[src/design/nca_pkg.sv]
`default_nettype none
package nca_pkg;

  localparam int MAX_CENTROIDS = 64;
  localparam int DIMENSIONS    = 4;
  localparam int COORD_W       = 32;
  localparam int SLOT_W        = 6;
  localparam int CNT_W         = 7;
  localparam int DIST_W        = 64;
  localparam int ACC_W         = 66;
  localparam int DIM_IDX_W     = 2;
  localparam int PH_W          = 3;
  localparam logic [PH_W-1:0] PH_LAST = PH_W'(DIMENSIONS + 1);

  typedef enum logic {
    CMD_LOAD     = 1'b0,
    CMD_CLASSIFY = 1'b1
  } cmd_t;

  typedef enum logic [2:0] {
    S_IDLE,
    S_FETCH,
    S_DIST,
    S_CMP,
    S_OUT
  } state_t;

  typedef logic [DIMENSIONS-1:0][COORD_W-1:0] coord_vec_t;

  typedef struct packed {
    logic            active;
    logic [PH_W-1:0] phase;
  } dist_ctrl_t;

endpackage
`default_nettype wire

[src/design/nca_dist_unit.sv]
`default_nettype none
module nca_dist_unit (
  input  wire logic                               clk,
  input  wire nca_pkg::coord_vec_t                point,
  input  wire nca_pkg::coord_vec_t                row,
  input  wire nca_pkg::dist_ctrl_t                ctrl,
  output logic [nca_pkg::ACC_W-1:0]               dist_sq
);

  logic [nca_pkg::COORD_W-1:0]   pt_sel;
  logic [nca_pkg::COORD_W-1:0]   row_sel;
  logic [nca_pkg::COORD_W-1:0]   diff;
  logic [nca_pkg::COORD_W-1:0]   diff_r;
  logic [2*nca_pkg::COORD_W-1:0] prod_r;
  logic [nca_pkg::ACC_W-1:0]     acc_r;
  logic [nca_pkg::DIM_IDX_W-1:0] sel;

  assign sel     = ctrl.phase[nca_pkg::DIM_IDX_W-1:0];
  assign pt_sel  = point[sel];
  assign row_sel = row[sel];
  assign diff    = (pt_sel >= row_sel) ? (pt_sel - row_sel) : (row_sel - pt_sel);

  // three-stage walk: abs difference, square, accumulate
  always_ff @(posedge clk) begin
    if (ctrl.active) begin
      if (ctrl.phase < nca_pkg::PH_W'(nca_pkg::DIMENSIONS)) begin
        diff_r <= diff;
      end
      if (ctrl.phase >= nca_pkg::PH_W'(1) &&
          ctrl.phase <= nca_pkg::PH_W'(nca_pkg::DIMENSIONS)) begin
        prod_r <= diff_r * diff_r;
      end
      if (ctrl.phase == nca_pkg::PH_W'(2)) begin
        acc_r <= nca_pkg::ACC_W'(prod_r);
      end else if (ctrl.phase > nca_pkg::PH_W'(2)) begin
        acc_r <= acc_r + nca_pkg::ACC_W'(prod_r);
      end
    end
  end

  assign dist_sq = acc_r;

endmodule
`default_nettype wire

[config.mk]
export PLATFORM = sky130hd
export DESIGN_NAME = nca_dist_unit
export DESIGN_NICKNAME = d
export VERILOG_FILES = /design/src/design/nca_pkg.sv /design/src/design/nca_dist_unit.sv
export SDC_FILE = /design/constraint.sdc
export NUM_CORES = 2
export LEC_CHECK = 0
export ABC_AREA = 0
export ABC_CLOCK_PERIOD_IN_PS = 9320
export BUFFER_PORTS_ARGS = -buffer_cell sky130_fd_sc_hd__buf_2
export CAP_MARGIN = 0
export CORE_AREA = 2 2 253 355
export CTS_CLUSTER_SIZE = 24
export DETAILED_ROUTE_END_ITERATION = 10
export DIE_AREA = 0 0 255 357
export HOLD_SLACK_MARGIN = 0.08
export PLACE_DENSITY = 0.68
export SYNTH_ARGS = -nofsm -noshare
export SYNTH_HDL_FRONTEND = slang
export SYNTH_SLANG_ARGS = --single-unit
[constraint.sdc]
create_clock -name clk -period 9.32 [get_ports clk]
set_clock_uncertainty 0.15 [all_clocks]
set_input_delay 0.932 -clock clk [delete_from_list [all_inputs] [get_ports clk]]
set_output_delay 0.932 -clock clk [all_outputs]
set_load 0.1 [all_outputs]
==> results.cfg <==
[run_status]
status = finished, final reports clean

[sta]
fin_crit_sh_pct = 95.0
finalHoldViolCount = 0
rsz0062_at_grt = false
fin_hold_ws_ns = 0.398
drv_slew = 0
slew_headroom_pct = 20.3
finalSetupTns_ns = 0
worst_pin_slew_ns = 1.19
fmax_mhz = 113
fin_crit_ns = 8.86
finalSetupViolCount = 0

[grt]
grt_max_degree = 67
antenna_found_initial = 3
grt_pass1_vias = 35800
grt_pass1_wl_um = 188000
grt_overflow = 0
grt.total_usage_pct = 27.0

[clocking]
cts_resized = 0
cts_hold_buf = 0
numCtsBuffers = 17
clkSinkCount = 161
clkTransAtPathRegs_ns = 0.08
postCtsSetupRepairBufs = 0
cts-root-buf = clkbuf_16
clk_latency_ns = 0.51
cts_tree = yes
cts_htree_levels = 4
clk_path_buf_depth = 2

[cells_and_area]
area_growth_syn_to_layout_pct = 7.85
antenna_cells = 0
multi_input_area_mm2 = 0.0339
fillers = 8088
drive_gt1_share_pct = 10.9
nNetsFinal = 6330
regArea_mm2 = 0.00483

[worst_setup_path]
worstReg2RegStart = diff_r[19]$_DFFE_PP_
worstPathMaxFanout = 15
r2r_slack_ns = 0.46
start_kind = register
crit_required_ns = 9.41
reg2reg_to = prod_r[58]$_DFFE_PP_
worstPathArrival_ns = 8.95
rr_worst_depth = 25
crit_type = reg -> reg
cp-end-kind = register

[logic_synthesis]
syn_area_mm2 = 0.0436
syn_area_per_cell_um2 = 9.36
syn_inst = 4658
synth.distinct_cells = 71
synth-async-reset-ratio_pct = 0
synth-seq-cells = 161
synth_area_leaders = fa_1 (36%), ha_1 (12%), edfxtp_1 (11%)
synth.net_count = 6133
synth_top_area_share_pct = 36.5
synth_ff_type = edfxtp_1
synth_top_area_cell = fa_1
yosysWarningCount = 0
ys_seq_area_share_pct = 11.1
synth_edf_count = 161

[die]
rows = 129
die_w_um = 255
initial_utilization_pct = 49.5
die_h_um = 357
coreArea_mm2 = 0.0880
dieArea_mm2 = 0.0910
ios = 327

[placement]
io_buffer_count = 326
routabilityCongestion = 0.943
dp_hpwl_um = 102000

[routing]
routed_wl_um = 120000
viasPerCell = 5.47
drcViolationCount = 0
drt_first_iter_violations = 1603
wl_per_cell_um = 19.8
antenna_left = 0
vias = 33100
drt_first_pass_iters = 7

[worst_hold_path]
min_from = prod_r[0]$_DFFE_PP_
whs_endpoint = dist_sq[0]$_DFFE_PP_
hold_depth = 2
hp-class = reg -> reg

[run]
drv_cap = 0
## placed cells by master (no fill, tap or decap), drive strengths merged, types with 23 or more instances in the layout
cell       n
inv     1072
fa       794
ha       420
buf      399
nand2    394
and2     248
a21oi    228
nor2     163
edfxtp   161
o21ai    130
a21o     113
xnor2    109
xor2      82
mux4      64
nand3     51
o21bai    40
nand4     39
a31oi     37
nor3      23
and3      23
## critical path, cell delays in order (launching register included)
cell       delay (ns)
edfxtp_1         0.97
buf_4            0.30
and2_1           0.23
fa_1             0.50
fa_1             0.52
inv_1            0.05
fa_1             0.47
fa_1             0.49
inv_1            0.06
fa_1             0.50
inv_1            0.05
fa_1             0.56
fa_1             0.44
fa_1             0.49
inv_1            0.04
ha_1             0.47
nand4_1          0.20
or3_1            0.43
nor4_1           0.33
o2111ai_1        0.20
nand3_1          0.27
o211ai_1         0.16
o211ai_1         0.22
a31oi_1          0.18
o21ai_0          0.22
xor2_1           0.09
## final cells by class
type | count | area share [%]
Multi-Input combinational cell | 3215 | 72.2
Sequential cell | 161 | 10.3
Inverter | 1061 | 8.47
Timing Repair Buffer | 399 | 4.67
Tap cell | 1179 | 3.14
Clock buffer | 17 | 0.905
Clock inverter | 15 | 0.335
## Yosys cell counts (all sizes together), types with 13 or more instances
cell,n
mux2i,18
nor3,23
a21oi,228
o21a,17
nor2,163
xnor2,109
or3,14
o31ai,13
fa,794
mux4,64
a21o,113
and3,23
and2,248
o211ai,14
clkbuf,202
ha,420
a31oi,37
edfxtp,161
nor2b,20
o21ai,130
a211oi,14
xor2,82
o21bai,40
inv,1061
buf,19
nand3,51
nand2,394
nand4,39
## how the worst max path moves through the flow
stage,startpoint,slack (ns),to
after floorplan,diff_r[2]$_DFFE_PP_,1.43,prod_r[62]$_DFFE_PP_
after global placement,diff_r[4]$_DFFE_PP_,0.71,prod_r[62]$_DFFE_PP_
after detailed placement,diff_r[10]$_DFFE_PP_,0.59,prod_r[62]$_DFFE_PP_
after CTS,diff_r[10]$_DFFE_PP_,0.55,prod_r[62]$_DFFE_PP_
after global routing,diff_r[19]$_DFFE_PP_,0.03,prod_r[62]$_DFFE_PP_
final,diff_r[19]$_DFFE_PP_,0.46,prod_r[58]$_DFFE_PP_
## sequential cells by signal, indices dropped and copies added, names as in the netlist
name / flops
diff_r: 32
dist_sq: 66
prod_r: 63
## stage by stage
stage	cells	worst slack, ns	cell area (µm²)	util, %
4_1_cts	6047	0.554	47000	53.4
2_1_floorplan	4658	1.43	43600	-
6_report	6047	0.462	47000	53.4
5_1_grt	6047	0.0334	47000	53.4
3_5_place_dp	6015	0.594	46400	52.8
3_3_place_gp	6015	0.711	46400	52.8
## cells by family after synthesis
family                     synth area share [%]
adders and majority gates                  48.5
AOI/OAI and AO/OA                          10.3
and+or+nand+nor                            11.4
xor gates and xnor gates                   3.84
buffers and inverters                      11.1
DFF                                        11.1
muxes                                      3.80
## routing by layer
metal	global-route usage [%]	wire length, µm	share of wire (%)	vias to the layer above
met2	49.1	62200	52	1200
li1	-	-	-	15200
met5	0	27	0.023	-
met3	3.74	6570	5.5	330
met4	14.2	7050	5.9	4
met1	30.6	43700	37	16400
Power is not shown: default switching activity piles up to over one toggle a cycle in this logic, so the estimate is an artifact.
